## src/sv/bizm_pkg.sv

```systemverilog
// Shared constants, types and code names for the binary image zone majority block.
package bizm_pkg;

    // Frame limits and grid shape.
    localparam int MAX_WIDTH  = 1024;
    localparam int MAX_HEIGHT = 1024;
    localparam int GRID_COLS  = 3;
    localparam int GRID_ROWS  = 4;
    localparam int NUM_CELLS  = GRID_COLS * GRID_ROWS;

    // Configuration register widths, indexes and reset values.
    localparam int CFG_W            = 11;
    localparam int CFG_IDX_W        = 1;
    localparam logic [CFG_IDX_W-1:0] CFG_IDX_WIDTH  = 1'b0;
    localparam logic [CFG_IDX_W-1:0] CFG_IDX_HEIGHT = 1'b1;
    localparam logic [CFG_W-1:0]     CFG_WIDTH_RST  = 11'd32;
    localparam logic [CFG_W-1:0]     CFG_HEIGHT_RST = 11'd32;

    // Derived widths.
    localparam int MAX_DIM  = (MAX_WIDTH > MAX_HEIGHT) ? MAX_WIDTH : MAX_HEIGHT;
    localparam int DIM_W    = $clog2(MAX_DIM + 1);
    localparam int POS_W    = $clog2(MAX_DIM);
    localparam int CMP_W    = (CFG_W > DIM_W) ? CFG_W : DIM_W;
    localparam int COUNT_W  = $clog2(MAX_WIDTH * MAX_HEIGHT + 1);
    localparam int CELL_W   = (NUM_CELLS > 1) ? $clog2(NUM_CELLS) : 1;
    localparam int GX_W     = $clog2(GRID_COLS + 1);
    localparam int GY_W     = $clog2(GRID_ROWS + 1);
    localparam int STEP_W   = $clog2(COUNT_W + 1);

    // Reciprocals for the cell size: q = (d * RECIP) >> DIM_W is at most one low.
    localparam int RECIP_W  = DIM_W + 1;
    localparam int PROD_W   = DIM_W + RECIP_W;
    localparam logic [RECIP_W-1:0] RECIP_X = RECIP_W'((1 << DIM_W) / GRID_COLS);
    localparam logic [RECIP_W-1:0] RECIP_Y = RECIP_W'((1 << DIM_W) / GRID_ROWS);

    // Cycles the cell sizes need after a reset or a register write.
    localparam int SETTLE_W = 2;
    localparam logic [SETTLE_W-1:0] SETTLE_CYCLES = 2'd2;

    // Pixel and result encodings.
    localparam logic [7:0] WHITE_LEVEL = 8'hFF;
    localparam int IDX_W  = 4;
    localparam int VOTE_W = 2;
    localparam logic signed [VOTE_W-1:0] VOTE_UP   = 2'sb01;
    localparam logic signed [VOTE_W-1:0] VOTE_DOWN = 2'sb11;

    typedef enum logic [2:0] {
        ST_RUN,
        ST_START,
        ST_DIV,
        ST_RD,
        ST_MUL,
        ST_CMP,
        ST_HOLD
    } t_state;

endpackage

```

## src/sv/binary_image_zone_majority_core.sv

```systemverilog
// Top level of the binary image zone majority block: pixel counting, cell memory and voting.
// Results: a pixel that does not close a frame gives no result; the frame's last pixel starts
//   one result per cell, each held until it is taken.
// Throughput: one pixel per cycle inside a frame; each frame end holds the input off until
//   every cell result is taken (serial divider unless the frame had no dark pixel, then one memory read per cell).
// Reset is synchronous and active low; it and every register write hold the input off
//   while the cell sizes are recomputed, and mark all cell entries empty.
module binary_image_zone_majority_core (
    input  logic                               i_clk,
    input  logic                               i_rst_n,
    // Configuration write port.
    input  logic                               i_cfg_we,
    input  logic [bizm_pkg::CFG_IDX_W-1:0]     i_cfg_idx,
    input  logic [bizm_pkg::CFG_W-1:0]         i_cfg_data,
    // Pixel channel.
    input  logic                               i_in_valid,
    output logic                               o_in_ready,
    input  logic [7:0]                         i_red,
    input  logic [7:0]                         i_green,
    input  logic [7:0]                         i_blue,
    // Cell result channel.
    output logic                               o_out_valid,
    input  logic                               i_out_ready,
    output logic [bizm_pkg::IDX_W-1:0]         o_cell_index,
    output logic signed [bizm_pkg::VOTE_W-1:0] o_cell_vote,
    output logic                               o_no_dark_flag,
    output logic                               o_last_cell
);

    localparam int CW = bizm_pkg::COUNT_W;
    localparam int MW = 2 * bizm_pkg::COUNT_W;

    // ------------------------------------------------------------------
    // Configuration registers and the derived frame and cell sizes.
    // ------------------------------------------------------------------
    logic [bizm_pkg::CFG_W-1:0]    r_cfg_width;
    logic [bizm_pkg::CFG_W-1:0]    r_cfg_height;
    logic [bizm_pkg::SETTLE_W-1:0] r_settle;

    logic [bizm_pkg::DIM_W-1:0]  w_clamp, h_clamp;
    logic [bizm_pkg::PROD_W-1:0] w_prod, h_prod;
    logic [bizm_pkg::DIM_W-1:0]  r_w_use, r_h_use;
    logic [bizm_pkg::DIM_W-1:0]  r_wq_est, r_hq_est;
    logic [bizm_pkg::DIM_W-1:0]  r_cell_w, r_cell_h;
    logic                        w_round_up, h_round_up;

    always_ff @(posedge i_clk) begin
        if (!i_rst_n) begin
            r_cfg_width  <= bizm_pkg::CFG_WIDTH_RST;
            r_cfg_height <= bizm_pkg::CFG_HEIGHT_RST;
            r_settle     <= bizm_pkg::SETTLE_CYCLES;
        end else if (i_cfg_we) begin
            case (i_cfg_idx)
                bizm_pkg::CFG_IDX_WIDTH:  r_cfg_width  <= i_cfg_data;
                bizm_pkg::CFG_IDX_HEIGHT: r_cfg_height <= i_cfg_data;
                default: ;
            endcase
            r_settle <= bizm_pkg::SETTLE_CYCLES;
        end else if (r_settle != '0) begin
            r_settle <= r_settle - 1'b1;
        end
    end

    // Saturate the registers so that every cell is at least one pixel square.
    always_comb begin
        if (bizm_pkg::CMP_W'(r_cfg_width) < bizm_pkg::CMP_W'(bizm_pkg::GRID_COLS)) begin
            w_clamp = bizm_pkg::DIM_W'(bizm_pkg::GRID_COLS);
        end else if (bizm_pkg::CMP_W'(r_cfg_width) > bizm_pkg::CMP_W'(bizm_pkg::MAX_WIDTH)) begin
            w_clamp = bizm_pkg::DIM_W'(bizm_pkg::MAX_WIDTH);
        end else begin
            w_clamp = bizm_pkg::DIM_W'(r_cfg_width);
        end
        if (bizm_pkg::CMP_W'(r_cfg_height) < bizm_pkg::CMP_W'(bizm_pkg::GRID_ROWS)) begin
            h_clamp = bizm_pkg::DIM_W'(bizm_pkg::GRID_ROWS);
        end else if (bizm_pkg::CMP_W'(r_cfg_height) > bizm_pkg::CMP_W'(bizm_pkg::MAX_HEIGHT)) begin
            h_clamp = bizm_pkg::DIM_W'(bizm_pkg::MAX_HEIGHT);
        end else begin
            h_clamp = bizm_pkg::DIM_W'(r_cfg_height);
        end
    end

    // Cell size is the frame size over the grid count: a reciprocal multiply gives an
    // estimate that is exact or one low, and the next stage corrects it.
    assign w_prod = bizm_pkg::PROD_W'(w_clamp) * bizm_pkg::PROD_W'(bizm_pkg::RECIP_X);
    assign h_prod = bizm_pkg::PROD_W'(h_clamp) * bizm_pkg::PROD_W'(bizm_pkg::RECIP_Y);

    assign w_round_up = ((bizm_pkg::PROD_W'(r_wq_est) + bizm_pkg::PROD_W'(1))
                         * bizm_pkg::PROD_W'(bizm_pkg::GRID_COLS))
                        <= bizm_pkg::PROD_W'(r_w_use);
    assign h_round_up = ((bizm_pkg::PROD_W'(r_hq_est) + bizm_pkg::PROD_W'(1))
                         * bizm_pkg::PROD_W'(bizm_pkg::GRID_ROWS))
                        <= bizm_pkg::PROD_W'(r_h_use);

    always_ff @(posedge i_clk) begin
        r_w_use  <= w_clamp;
        r_h_use  <= h_clamp;
        r_wq_est <= bizm_pkg::DIM_W'(w_prod >> bizm_pkg::DIM_W);
        r_hq_est <= bizm_pkg::DIM_W'(h_prod >> bizm_pkg::DIM_W);
        r_cell_w <= w_round_up ? r_wq_est + 1'b1 : r_wq_est;
        r_cell_h <= h_round_up ? r_hq_est + 1'b1 : r_hq_est;
    end

    // ------------------------------------------------------------------
    // Control state machine.
    // ------------------------------------------------------------------
    bizm_pkg::t_state r_state, n_state;

    logic                       in_accept;
    logic                       out_accept;
    logic                       frame_end;
    logic                       div_done;
    logic [CW-1:0]              div_quot;
    logic [bizm_pkg::CELL_W-1:0] r_cell;
    logic                       cell_is_last;

    // Decoded controls.
    logic ctl_in_ready;
    logic ctl_div_start;
    logic ctl_emit_read;
    logic ctl_clear_zones;

    logic r_dark_zero;

    assign cell_is_last = (r_cell == bizm_pkg::CELL_W'(bizm_pkg::NUM_CELLS - 1));

    always_comb begin
        n_state = r_state;
        case (r_state)
            bizm_pkg::ST_RUN:   if (in_accept && frame_end) n_state = bizm_pkg::ST_START;
            bizm_pkg::ST_START: n_state = r_dark_zero ? bizm_pkg::ST_RD : bizm_pkg::ST_DIV;
            bizm_pkg::ST_DIV:   if (div_done) n_state = bizm_pkg::ST_RD;
            bizm_pkg::ST_RD:    n_state = bizm_pkg::ST_MUL;
            bizm_pkg::ST_MUL:   n_state = bizm_pkg::ST_CMP;
            bizm_pkg::ST_CMP:   n_state = bizm_pkg::ST_HOLD;
            bizm_pkg::ST_HOLD: begin
                if (out_accept) begin
                    n_state = cell_is_last ? bizm_pkg::ST_RUN : bizm_pkg::ST_RD;
                end
            end
            default: n_state = bizm_pkg::ST_RUN;
        endcase
    end

    always_comb begin
        ctl_in_ready    = 1'b0;
        ctl_div_start   = 1'b0;
        ctl_emit_read   = 1'b0;
        ctl_clear_zones = 1'b0;
        case (r_state)
            bizm_pkg::ST_RUN:   ctl_in_ready  = (r_settle == '0);
            bizm_pkg::ST_START: ctl_div_start = !r_dark_zero;
            bizm_pkg::ST_RD:    ctl_emit_read = 1'b1;
            bizm_pkg::ST_HOLD:  ctl_clear_zones = out_accept && cell_is_last;
            default: ;
        endcase
    end

    always_ff @(posedge i_clk) begin
        if (!i_rst_n) begin
            r_state <= bizm_pkg::ST_RUN;
        end else begin
            r_state <= n_state;
        end
    end

    assign o_in_ready = ctl_in_ready;
    assign in_accept  = i_in_valid && ctl_in_ready;
    assign out_accept = o_out_valid && i_out_ready;

    // ------------------------------------------------------------------
    // Raster position, tracked both as frame position and as the cell the
    // pixel falls in; a cell coordinate equal to the grid count means the
    // pixel lies in the leftover strip outside whole cells.
    // ------------------------------------------------------------------
    logic [bizm_pkg::POS_W-1:0] r_col, r_row, r_xin, r_yin;
    logic [bizm_pkg::GX_W-1:0]  r_cx;
    logic [bizm_pkg::GY_W-1:0]  r_cy;
    logic                       col_last, row_last, xin_last, yin_last;
    logic                       pix_white, pix_in_cell;
    logic [bizm_pkg::CELL_W-1:0] pix_cell;

    assign col_last  = (bizm_pkg::DIM_W'(r_col) + 1'b1) == r_w_use;
    assign row_last  = (bizm_pkg::DIM_W'(r_row) + 1'b1) == r_h_use;
    assign xin_last  = (bizm_pkg::DIM_W'(r_xin) + 1'b1) == r_cell_w;
    assign yin_last  = (bizm_pkg::DIM_W'(r_yin) + 1'b1) == r_cell_h;
    assign frame_end = col_last && row_last;

    assign pix_white = (i_red == bizm_pkg::WHITE_LEVEL) && (i_green == bizm_pkg::WHITE_LEVEL)
                       && (i_blue == bizm_pkg::WHITE_LEVEL);
    assign pix_in_cell = (r_cx < bizm_pkg::GX_W'(bizm_pkg::GRID_COLS))
                         && (r_cy < bizm_pkg::GY_W'(bizm_pkg::GRID_ROWS));
    assign pix_cell = bizm_pkg::CELL_W'(r_cx * bizm_pkg::GRID_ROWS + r_cy);

    always_ff @(posedge i_clk) begin
        if (!i_rst_n || i_cfg_we) begin
            r_col <= '0;
            r_row <= '0;
            r_xin <= '0;
            r_yin <= '0;
            r_cx  <= '0;
            r_cy  <= '0;
        end else if (in_accept) begin
            if (col_last) begin
                r_col <= '0;
                r_xin <= '0;
                r_cx  <= '0;
                if (row_last) begin
                    r_row <= '0;
                    r_yin <= '0;
                    r_cy  <= '0;
                end else begin
                    r_row <= r_row + 1'b1;
                    if (yin_last) begin
                        r_yin <= '0;
                        if (r_cy != bizm_pkg::GY_W'(bizm_pkg::GRID_ROWS)) begin
                            r_cy <= r_cy + 1'b1;
                        end
                    end else begin
                        r_yin <= r_yin + 1'b1;
                    end
                end
            end else begin
                r_col <= r_col + 1'b1;
                if (xin_last) begin
                    r_xin <= '0;
                    if (r_cx != bizm_pkg::GX_W'(bizm_pkg::GRID_COLS)) begin
                        r_cx <= r_cx + 1'b1;
                    end
                end else begin
                    r_xin <= r_xin + 1'b1;
                end
            end
        end
    end

    // ------------------------------------------------------------------
    // Frame totals. They are handed to the divider at frame end, unless the
    // frame had no dark pixel, and cleared in the same cycle.
    // ------------------------------------------------------------------
    logic [CW-1:0] r_white_tot, r_dark_tot;

    always_ff @(posedge i_clk) begin
        if (!i_rst_n || i_cfg_we || r_state == bizm_pkg::ST_START) begin
            r_white_tot <= '0;
            r_dark_tot  <= '0;
        end else if (in_accept) begin
            if (pix_white) begin
                r_white_tot <= r_white_tot + 1'b1;
            end else begin
                r_dark_tot <= r_dark_tot + 1'b1;
            end
        end
    end

    assign r_dark_zero = (r_dark_tot == '0);

    bizm_divider u_divider (
        .i_clk      (i_clk),
        .i_rst_n    (i_rst_n),
        .i_start    (ctl_div_start),
        .i_dividend (r_white_tot),
        .i_divisor  (r_dark_tot),
        .o_done     (div_done),
        .o_quotient (div_quot)
    );

    // The coefficient of the last finished frame; zero when that frame had no dark pixel.
    logic [CW-1:0] r_coef;
    logic          r_no_dark;

    always_ff @(posedge i_clk) begin
        if (!i_rst_n) begin
            r_coef    <= '0;
            r_no_dark <= 1'b0;
        end else if (r_state == bizm_pkg::ST_START) begin
            r_no_dark <= r_dark_zero;
            if (r_dark_zero) begin
                r_coef <= '0;
            end
        end else if (r_state == bizm_pkg::ST_DIV && div_done) begin
            r_coef <= div_quot;
        end
    end

    // ------------------------------------------------------------------
    // Cell count memory: one word per cell, dark count above white count.
    // Entries are empty until written; a cleared valid bit reads as zero.
    // A pixel reads its cell when accepted and writes the sum back in the
    // next cycle; a pixel that reads on the same edge as that write-back
    // takes the written word from the forwarding register instead.
    // ------------------------------------------------------------------
    logic [MW-1:0]                  r_zone_mem [bizm_pkg::NUM_CELLS];
    logic [bizm_pkg::NUM_CELLS-1:0] r_zone_vld;
    logic [MW-1:0]                  r_rd_data;
    logic [bizm_pkg::CELL_W-1:0]    rd_addr;

    logic                           r_s1_vld;
    logic                           r_s1_white;
    logic [bizm_pkg::CELL_W-1:0]    r_s1_addr;
    logic                           r_fwd_vld;
    logic [bizm_pkg::CELL_W-1:0]    r_fwd_addr;
    logic [MW-1:0]                  r_fwd_data;
    logic [MW-1:0]                  s1_base;
    logic [MW-1:0]                  s1_wdata;

    assign rd_addr = ctl_emit_read ? r_cell : pix_cell;

    always_ff @(posedge i_clk) begin
        r_rd_data <= r_zone_mem[rd_addr];
        if (r_s1_vld) begin
            r_zone_mem[r_s1_addr] <= s1_wdata;
        end
    end

    always_comb begin
        if (r_fwd_vld && r_fwd_addr == r_s1_addr) begin
            s1_base = r_fwd_data;
        end else if (r_zone_vld[r_s1_addr]) begin
            s1_base = r_rd_data;
        end else begin
            s1_base = '0;
        end
        if (r_s1_white) begin
            s1_wdata = {s1_base[MW-1:CW], s1_base[CW-1:0] + 1'b1};
        end else begin
            s1_wdata = {s1_base[MW-1:CW] + 1'b1, s1_base[CW-1:0]};
        end
    end

    always_ff @(posedge i_clk) begin
        if (!i_rst_n || i_cfg_we) begin
            r_s1_vld   <= 1'b0;
            r_fwd_vld  <= 1'b0;
            r_zone_vld <= '0;
        end else begin
            r_s1_vld  <= in_accept && pix_in_cell;
            r_fwd_vld <= r_s1_vld;
            if (ctl_clear_zones) begin
                r_zone_vld <= '0;
            end else if (r_s1_vld) begin
                r_zone_vld[r_s1_addr] <= 1'b1;
            end
        end
    end

    always_ff @(posedge i_clk) begin
        r_s1_white <= pix_white;
        r_s1_addr  <= pix_cell;
        r_fwd_addr <= r_s1_addr;
        r_fwd_data <= s1_wdata;
    end

    // ------------------------------------------------------------------
    // Emission: per cell, read the memory, multiply the dark count by the
    // coefficient, compare with the white count, then present the result
    // until the transaction completes.
    // ------------------------------------------------------------------
    logic [MW-1:0] em_word;
    logic [MW-1:0] r_prod;
    logic [CW-1:0] r_em_white;

    assign em_word = r_zone_vld[r_cell] ? r_rd_data : '0;

    always_ff @(posedge i_clk) begin
        if (!i_rst_n) begin
            r_cell <= '0;
        end else if (r_state == bizm_pkg::ST_START) begin
            r_cell <= '0;
        end else if (r_state == bizm_pkg::ST_HOLD && out_accept && !cell_is_last) begin
            r_cell <= r_cell + 1'b1;
        end
    end

    always_ff @(posedge i_clk) begin
        if (r_state == bizm_pkg::ST_MUL) begin
            r_prod     <= MW'(em_word[MW-1:CW]) * MW'(r_coef);
            r_em_white <= em_word[CW-1:0];
        end
    end

    logic                               r_o_valid;
    logic [bizm_pkg::IDX_W-1:0]         r_o_cell_index;
    logic signed [bizm_pkg::VOTE_W-1:0] r_o_vote;
    logic                               r_o_no_dark;
    logic                               r_o_last;

    always_ff @(posedge i_clk) begin
        if (!i_rst_n) begin
            r_o_valid <= 1'b0;
        end else if (r_state == bizm_pkg::ST_CMP) begin
            r_o_valid <= 1'b1;
        end else if (out_accept) begin
            r_o_valid <= 1'b0;
        end
    end

    always_ff @(posedge i_clk) begin
        if (r_state == bizm_pkg::ST_CMP) begin
            r_o_cell_index <= bizm_pkg::IDX_W'(r_cell);
            r_o_vote       <= (r_prod >= MW'(r_em_white)) ? bizm_pkg::VOTE_UP
                                                          : bizm_pkg::VOTE_DOWN;
            r_o_no_dark    <= r_no_dark;
            r_o_last       <= cell_is_last;
        end
    end

    assign o_out_valid    = r_o_valid;
    assign o_cell_index   = r_o_cell_index;
    assign o_cell_vote    = r_o_vote;
    assign o_no_dark_flag = r_o_no_dark;
    assign o_last_cell    = r_o_last;

`ifndef SYNTHESIS
    // Pixels and results never flow at the same time.
    a_no_overlap: assert property (@(posedge i_clk) disable iff (!i_rst_n)
        !(o_in_ready && o_out_valid))
        else $error("input ready while a cell result is pending");

    // The last pixel of a frame always starts the frame-end sequence.
    a_frame_end: assert property (@(posedge i_clk) disable iff (!i_rst_n)
        (in_accept && frame_end) |=> (r_state == bizm_pkg::ST_START))
        else $error("frame end did not start the coefficient step");

    // A write-back is only in flight right after a pixel was taken.
    a_wb_window: assert property (@(posedge i_clk) disable iff (!i_rst_n)
        r_s1_vld |-> (r_state == bizm_pkg::ST_RUN || r_state == bizm_pkg::ST_START))
        else $error("cell write-back outside pixel flow");

    // A result is shown only while the block waits for it to be taken.
    a_hold_valid: assert property (@(posedge i_clk) disable iff (!i_rst_n)
        o_out_valid |-> (r_state == bizm_pkg::ST_HOLD))
        else $error("result valid outside the hold state");
`endif

endmodule

```

## src/sv/bizm_divider.sv

```systemverilog
// Restoring integer divider, one quotient bit per cycle.
module bizm_divider (
    input  logic                        i_clk,
    input  logic                        i_rst_n,
    input  logic                        i_start,
    input  logic [bizm_pkg::COUNT_W-1:0] i_dividend,
    input  logic [bizm_pkg::COUNT_W-1:0] i_divisor,
    output logic                        o_done,
    output logic [bizm_pkg::COUNT_W-1:0] o_quotient
);

    logic                         r_busy;
    logic                         r_done;
    logic [bizm_pkg::STEP_W-1:0]  r_step;
    logic [bizm_pkg::COUNT_W-1:0] r_rem;
    logic [bizm_pkg::COUNT_W-1:0] r_quot;
    logic [bizm_pkg::COUNT_W-1:0] r_div;
    logic [bizm_pkg::COUNT_W:0]   shifted;
    logic                         fits;

    assign shifted = {r_rem, r_quot[bizm_pkg::COUNT_W-1]};
    assign fits    = (shifted >= {1'b0, r_div});

    always_ff @(posedge i_clk) begin
        if (!i_rst_n) begin
            r_busy <= 1'b0;
            r_done <= 1'b0;
            r_step <= '0;
        end else begin
            r_done <= 1'b0;
            if (i_start) begin
                r_busy <= 1'b1;
                r_step <= '0;
            end else if (r_busy) begin
                r_step <= r_step + 1'b1;
                if (r_step == bizm_pkg::STEP_W'(bizm_pkg::COUNT_W - 1)) begin
                    r_busy <= 1'b0;
                    r_done <= 1'b1;
                end
            end
        end
    end

    always_ff @(posedge i_clk) begin
        if (i_start) begin
            r_rem  <= '0;
            r_quot <= i_dividend;
            r_div  <= i_divisor;
        end else if (r_busy) begin
            if (fits) begin
                r_rem <= bizm_pkg::COUNT_W'(shifted - {1'b0, r_div});
            end else begin
                r_rem <= bizm_pkg::COUNT_W'(shifted);
            end
            r_quot <= {r_quot[bizm_pkg::COUNT_W-2:0], fits};
        end
    end

    assign o_done     = r_done;
    assign o_quotient = r_quot;

endmodule
```

## config.mk

```make
export PLATFORM = sky130hd
export DESIGN_NAME = binary_image_zone_majority_core
export DESIGN_NICKNAME = d
export VERILOG_FILES = /design/src/sv/bizm_pkg.sv /design/src/sv/binary_image_zone_majority_core.sv /design/src/sv/bizm_divider.sv
export SDC_FILE = /design/constraint.sdc
export NUM_CORES = 2
export LEC_CHECK = 0
export BUFFER_PORTS_ARGS = -buffer_cell sky130_fd_sc_hd__buf_2
export CAP_MARGIN = 25
export CORE_MARGIN = 3
export CORE_UTILIZATION = 30
export CTS_BUF_LIST = sky130_fd_sc_hd__clkbuf_4 sky130_fd_sc_hd__clkbuf_8
export CTS_CLUSTER_DIAMETER = 150
export DETAILED_ROUTE_END_ITERATION = 7
export GPL_TIMING_DRIVEN = 0
export REMOVE_ABC_BUFFERS = 1
export SLEW_MARGIN = 25
export SYNTH_ARGS = -nofsm -noshare
export SYNTH_HDL_FRONTEND = slang
export SYNTH_SLANG_ARGS = --single-unit
```

## constraint.sdc

```tcl
create_clock -name i_clk -period 10.25 [get_ports i_clk]
set_clock_uncertainty 0.15 [all_clocks]
set_input_delay 2.05 -clock i_clk [delete_from_list [all_inputs] [get_ports i_clk]]
set_output_delay 2.05 -clock i_clk [all_outputs]
set_load 0.02 [all_outputs]
```

# == Word-level counts from Yosys, hierarchy flattened ==
# Memories as Yosys holds them, arrays and structs flattened. A register that Yosys moved wholly into a read port is not among the register bits.
# Cells that the tools add are included.
# classes
bitwise_logic,5
mux,53
multipliers,3
n_reduce_logical,45
eq_ne,22
n_lt_le_gt_ge,13
addsub,23
# op_table
op,n
$mux W42,4
$mux W21,6
$add A21 B1 Y21 const B,4
$mux W10,7
$add A10 B1 Y11 const B,6
$ge A42 B21 Y1,1
$mul A21 B21 Y42,1
$add A10 B1 Y10 const B,4
$eq A11 B11 Y1,3
$mux W11,3
$eq A8 B8 Y1 const B,3
$ge A22 B21 Y1,1
$gt A11 B11 Y1 const B,2
$logic_not A21 Y1,1
$pmux W3 S7,1
$sub A21 B21 Y21,1
$add A9 B1 Y10 const B,2
$mul A11 B9 Y20 const B,1
$mux W3,6
$mux W1,16
$reduce_bool A2 Y1,8
$logic_and A1 B1 Y1,14
$le A13 B11 Y1,1
$mul A11 B2 Y13 const B,1
39 further kinds,67
# totals
regBits,400
mem_count,1
ram_bits,504
inputBits,41
wordCells,209
output_inout_bits,10
# mem_list
name,words,width,rd,rd_ports_with_merged_regs,write_ports,line_no,text
r_zone_mem,12,42,1,1,1,binary_image_zone_majority_core.sv:292,logic [MW-1:0] r_zone_mem [bizm_pkg::NUM_CELLS];

# == Longest topological paths before layout ==
# logic_depth
ltp_word,6
ltp_mapped,32
depth_no_buf,29

# == Modules after synthesis ==
# Synthesis repeated with hierarchy kept, for this count alone.
# unflattened
hier_cells,5523
hier_area_um2,56895.8
# by_module_without_submodules
mod,n_inst,area_per_inst_um2,seq_area_each_um2,cells_each
binary_image_zone_majority_core,1,53009.6,23262.3,5158
bizm_divider,1,3886.2,1821.7,365

# == Worst setup path before layout ==
# OpenSTA, ideal clock, no wires.
# synth_path
path_kind,register to register
from,register r_cell[0] in the netlist's numbering
to,"register r_prod[33], data pin"
period_less_slack_ps,8411
setup_time_ps,261
path_buffers,3
slack_ps,1839
arrival_time_ps,8000
stages_incl_launch_ff,31
t_required_ps,9839
path_cell_list,dfxtp_1 -> clkbuf_1 -> mux4_2 -> mux2i_1 -> o21ai_1 -> clkbuf_1 -> clkbuf_1 -> and3_1 -> fa_1 -> fa_1 -> inv_1 -> fa_1 -> inv_1 -> fa_1 -> inv_1 -> fa_1 -> inv_1 -> fa_1 -> inv_1 -> fa_1 -> inv_1 -> ha_1 -> and3_1 -> a31o_2 -> a21oi_1 -> nand3_1 -> a31o_2 -> o21a_1 -> o31ai_1 -> nor3b_1 -> a311o_1
# synth_between
elab_chain_cells,4
# synth_rtl
item,line_no,text
start: declaration,binary_image_zone_majority_core.sv:113,logic [bizm_pkg::CELL_W-1:0] r_cell;
start signal: assignment,binary_image_zone_majority_core.sv:370,r_cell <= r_cell + 1'b1;
$bmux W1 S4,binary_image_zone_majority_core.sv:362,assign em_word = r_zone_vld[r_cell] ? r_rd_data : '0;
$mux W1 (implied by the code),binary_image_zone_majority_core.sv:362,
$mux W42,binary_image_zone_majority_core.sv:362,
$mul A21 B21 Y42,binary_image_zone_majority_core.sv:376,r_prod <= MW'(em_word[MW-1:CW]) * MW'(r_coef);
end signal: assignment,binary_image_zone_majority_core.sv:376,
end: declaration,binary_image_zone_majority_core.sv:359,logic [MW-1:0] r_prod;
# Every way passes these cells. The select of a mux whose other input is x is not followed.
# A chain may end at the register's enable or synchronous reset.

# == Final worst setup path ==
# Same ends and word-level chain as after synthesis.

==> impl_summary.md <==
GRT
The wire length of the first global-routing pass is 224000 um. The via count of the first global-routing pass was 40662. The total global routing track utilization is 14.4%. The pin count of the biggest net entering global routing is 84. Global routing finished with a remaining overflow of 0. The initial antenna violation count is 6.

Layout
The count of placed standard cells in the final layout, fillers left out is 8153. The filler cell count in the final layout is 18545. The multi-input combinational cells in the finished layout cover a total of 0.0283 mm^2. The share of cells above drive strength 1 is 9.47%.

From synthesis to final layout, the design area changed by 14.0%. The net count reported at finish is 6245. Summing all flip-flop and latch instances after layout gives 0.0251 mm^2.

Clock network
The number of levels in the clock H-tree is 4. CTS placed an instance of clkbuf_8 at the clock tree root. TritonCTS built the clock tree. The maximum root-to-sink buffer count is 3.

The number of buffers inserted by hold repair at cts is 0. The register clock-pin slew on the reported worst setup and hold paths is 0.06 ns. For this design, the sink count on the clock tree is 945. At the later pin of the worst-skew pair, clock insertion delay measures 0.92 ns. Clock tree synthesis inserted a total of 159 buffers.

Critical path
STA classifies the critical path endpoint as a flip-flop. The most used cell along the critical path is fa_1. On the worst path, the slowest cell contributes a delay of 0.55 ns. The category of the most critical setup path is flip-flop to flip-flop. Of all nets on the critical path, the largest fanout is between 40 and 50. The worst register-to-register path has a setup slack of roughly 0.66 ns. The critical path launch point type is a flip-flop.

The endpoint identified for the worst register-to-register timing path is r_prod[33]. The largest individual stage delay along the critical path comes from the cell mux4_2. Data arrives at the worst endpoint at 10.06 ns. At the worst endpoint, the required time is 10.72 ns. The origin of the critical flop-to-flop path is r_cell[0]. The worst reg2reg path depth is 32.

Worst hold path
The startpoint of the worst hold path is r_no_dark. The worst hold path belongs to the class flip-flop to flip-flop. The path with the worst hold slack has its endpoint at o_no_dark_flag. The worst hold path passes through 0 cells.

Synthesis
Summing every instance area after synthesis gives 0.0564 mm^2. After synthesis, the cell types taking the most area are edfxtp_1, fa_1, dfxtp_1, nand2_1, ha_1. The synthesized instance count is 5521. The synthesized design contains 616 enable-type register cells.

The yosys synthesis warning count is 0. The most used flip-flop cell after synthesis is edfxtp_1. After synthesis, the share of flip-flops with an asynchronous set or reset is 0%. The synthesized area per cell is 10.2 um^2. The largest area contributor in the synthesized netlist is edfxtp_1. Counting distinct cell types in the post-synthesis netlist gives a little under 90. The fraction of synthesized cell area taken by the top area cell type is 32.8%. The fraction of the yosys area taken by sequential cells is 44.5%. The synthesized design contains 945 register bits.

Die
The die covers 0.193 mm^2. Once the floorplan was initialized, standard cells occupied between 30% and 40% of the core. The total I/O pin count is 51. The area of the core is 0.186 mm^2.

Row generation in the floorplan step produced 158 rows. The floorplan die height is 440 um. In this run the horizontal extent of the chip is ~440 um.

Detailed routing
The initial DRC count is 2848. The detailed-route via count is 39957. After detailed routing, the met2 layer carries 66200 um of wire. In the final routed layout, each cell accounts on average for 17.1 um. The wire length the detailed router placed on met1 is 61100 um. In this run the remaining antenna-violating nets after routing total 0.

The post-detailed-routing wire length is 139000 um. In the routed design, unresolved DRC markers number 0. Summed over all nets, wire length on met3 after detailed routing comes to ~8500 um. The ratio of routed vias to standard cells is 4.90.

The number of iterations in the first detailed-routing pass is 5. The highest signal layer in the routed design is met5.

Place
The number of buffer cells added on primary ports is 49. The HPWL reported at the end of detailed placement is between 90000 and 100000 um. At the placement stage, the worst setup path has a slack of -0.0917 ns. The count of placed standard cells including taps is 7856.

The congestion estimate from routability-driven global placement came to 0.840.

Timing
Setup repair after global routing left no endpoint under its margin. For the pin with the worst max-slew slack, the measured transition is 1.08 ns. Headroom to the max-slew limit came out at 28.1%. Subtracting the final worst setup slack from the clock period gives 9.59 ns. Summed over all failing endpoints, the final setup total negative slack is 0 ns. The final number of setup-violating endpoints is 0.

The number of failing hold endpoints at the final stage came to 0. The final max-slew violation count is 0. The post-route worst setup slack is 0.659 ns.

For this run, the top clock speed supported by timing is between 100 and 150 MHz. The fraction of the cycle the final worst path needs is around 94%. The final hold slack is 0.285 ns.

Power and ir drop
After layout, the design draws a total of ~8.4 mW. The highest ir drop seen on vdd is 0.152 mV. Dividing total power by cell area gives a power density of 131 mW/mm^2. Summed over all cells, the static leakage comes to 27.2 nW.

Run
The max-capacitance violation count is 0.

Run status
The flow ran to the end, and the final reports show no timing, DRC or antenna violations.
==> critical path: cells and delay by family (launching register included) <==
kind	cells	cell delay, ns
AO/OA/AOI/OAI	7	1.87
adder cells (fa/ha/maj)	8	3.97
buffers and inverters	11	1.19
flip-flops	1	0.52
multiplexers	2	0.84
AND/OR/NAND/NOR	4	0.75
==> cell families after synthesis <==
| group | Yosys count | share of synthesized area [%] |
|---|---|---|
| XOR/XNOR | 226 | 3.61 |
| buffers and inverters | 869 | 5.85 |
| adder cells (fa/ha/maj) | 666 | 19.8 |
| AND/OR/NAND/NOR | 2101 | 17.6 |
| flip-flops | 945 | 44.5 |
| other | 2 | 0.0133 |
| multiplexers | 30 | 0.681 |
| AO/OA/AOI/OAI | 682 | 7.99 |
==> registers in the layout, indices dropped and copies added, names as in the netlist, 42 cells and up <==
register    cells
r_fwd_data     42
r_prod         42
r_rd_data      42
r_zone_mem    504
==> power breakdown <==
part	leakage [nW]	internal [mW]	switching, mW	total, mW
clock network	1.84	2.00	1.61	3.62
logic	17.9	0.311	0.364	0.675
registers	7.45	4.07	0.0530	4.12
==> placed cells by master, fill, tap and decap left out, types with 18 or more instances in the layout <==
cell type	n
o21a_1	36
xnor2_1	124
a21o_1	34
buf_4	39
nand4_1	47
buf_8	20
o21ai_0	85
and3_1	347
buf_2	50
edfxtp_1	616
a22o_1	21
fa_1	381
a311oi_1	45
clkbuf_4	69
or3_1	19
o31ai_1	18
ha_1	285
xor2_1	93
nor4_1	21
nor2b_1	42
a21boi_0	28
nor2_1	191
nor3_1	55
buf_16	43
dfxtp_1	318
inv_1	562
a21oi_1	221
and2_1	52
nand2_1	973
nand3_1	259
clkbuf_8	177
a31oi_1	55
==> metrics by stage <==
| step | utilization, % | cell area, um^2 |
|---|---|---|
| 3_5_place_dp | 32.6 | 60800 |
| 6_report | 34.5 | 64300 |
| 2_1_floorplan | - | 55200 |
| 5_1_grt | 34.5 | 64300 |
| 3_3_place_gp | 31.5 | 58600 |
| 4_1_cts | 34.5 | 64200 |
==> repair_timing <==
item                                    in CTS  in global routing
endpoints found under the setup margin       3                  7
cloned                                       0                  0
resized for setup                            3                  5
pin swaps                                    0                  1
buffers inserted                             0                  1
==> worst max-delay path by stage <==
stage / from / to / slack (ns) / depth (start not counted)
2_1_floorplan: r_cell[0] / r_prod[33] / -3.87 / 27
3_3_place_gp: r_cell[0] / r_prod[40] / -10.17 / 25
3_5_place_dp: r_cell[0] / r_prod[33] / -0.09 / 32
4_1_cts: r_cell[0] / r_prod[33] / 0.09 / 32
5_1_grt: r_cell[0] / r_prod[41] / 0.11 / 32
6_report: r_cell[0] / r_prod[33] / 0.66 / 32
==> synth_stat cells, drive strengths merged (60+ instances only) <==
cell type,n
dfxtp,329
xnor2,129
edfxtp,616
nor3,60
ha,285
fa,381
nand2,974
inv,563
a21oi,223
nor2,200
nand3,260
clkbuf,262
xor2,93
o21ai,93
and3,347
==> layout make-up <==
type | count | share of cell area [%]
diodes | 3 | 0.0117
clock buffers | 246 | 4.59
clock inverters | 47 | 0.799
inverters | 564 | 3.29
multi-input cells | 3707 | 44.1
flip-flops and latches | 945 | 39.0
well taps | 2480 | 4.82
repair buffers | 161 | 3.40
==> layer usage <==
layer	vias to the layer above	track usage, %
li1	18839	-
met1	19714	18.9
met2	1134	24.0
met3	268	2.60
met4	2	4.77
met5	-	0
No activity file was read; power rests on OpenSTA's default activity.
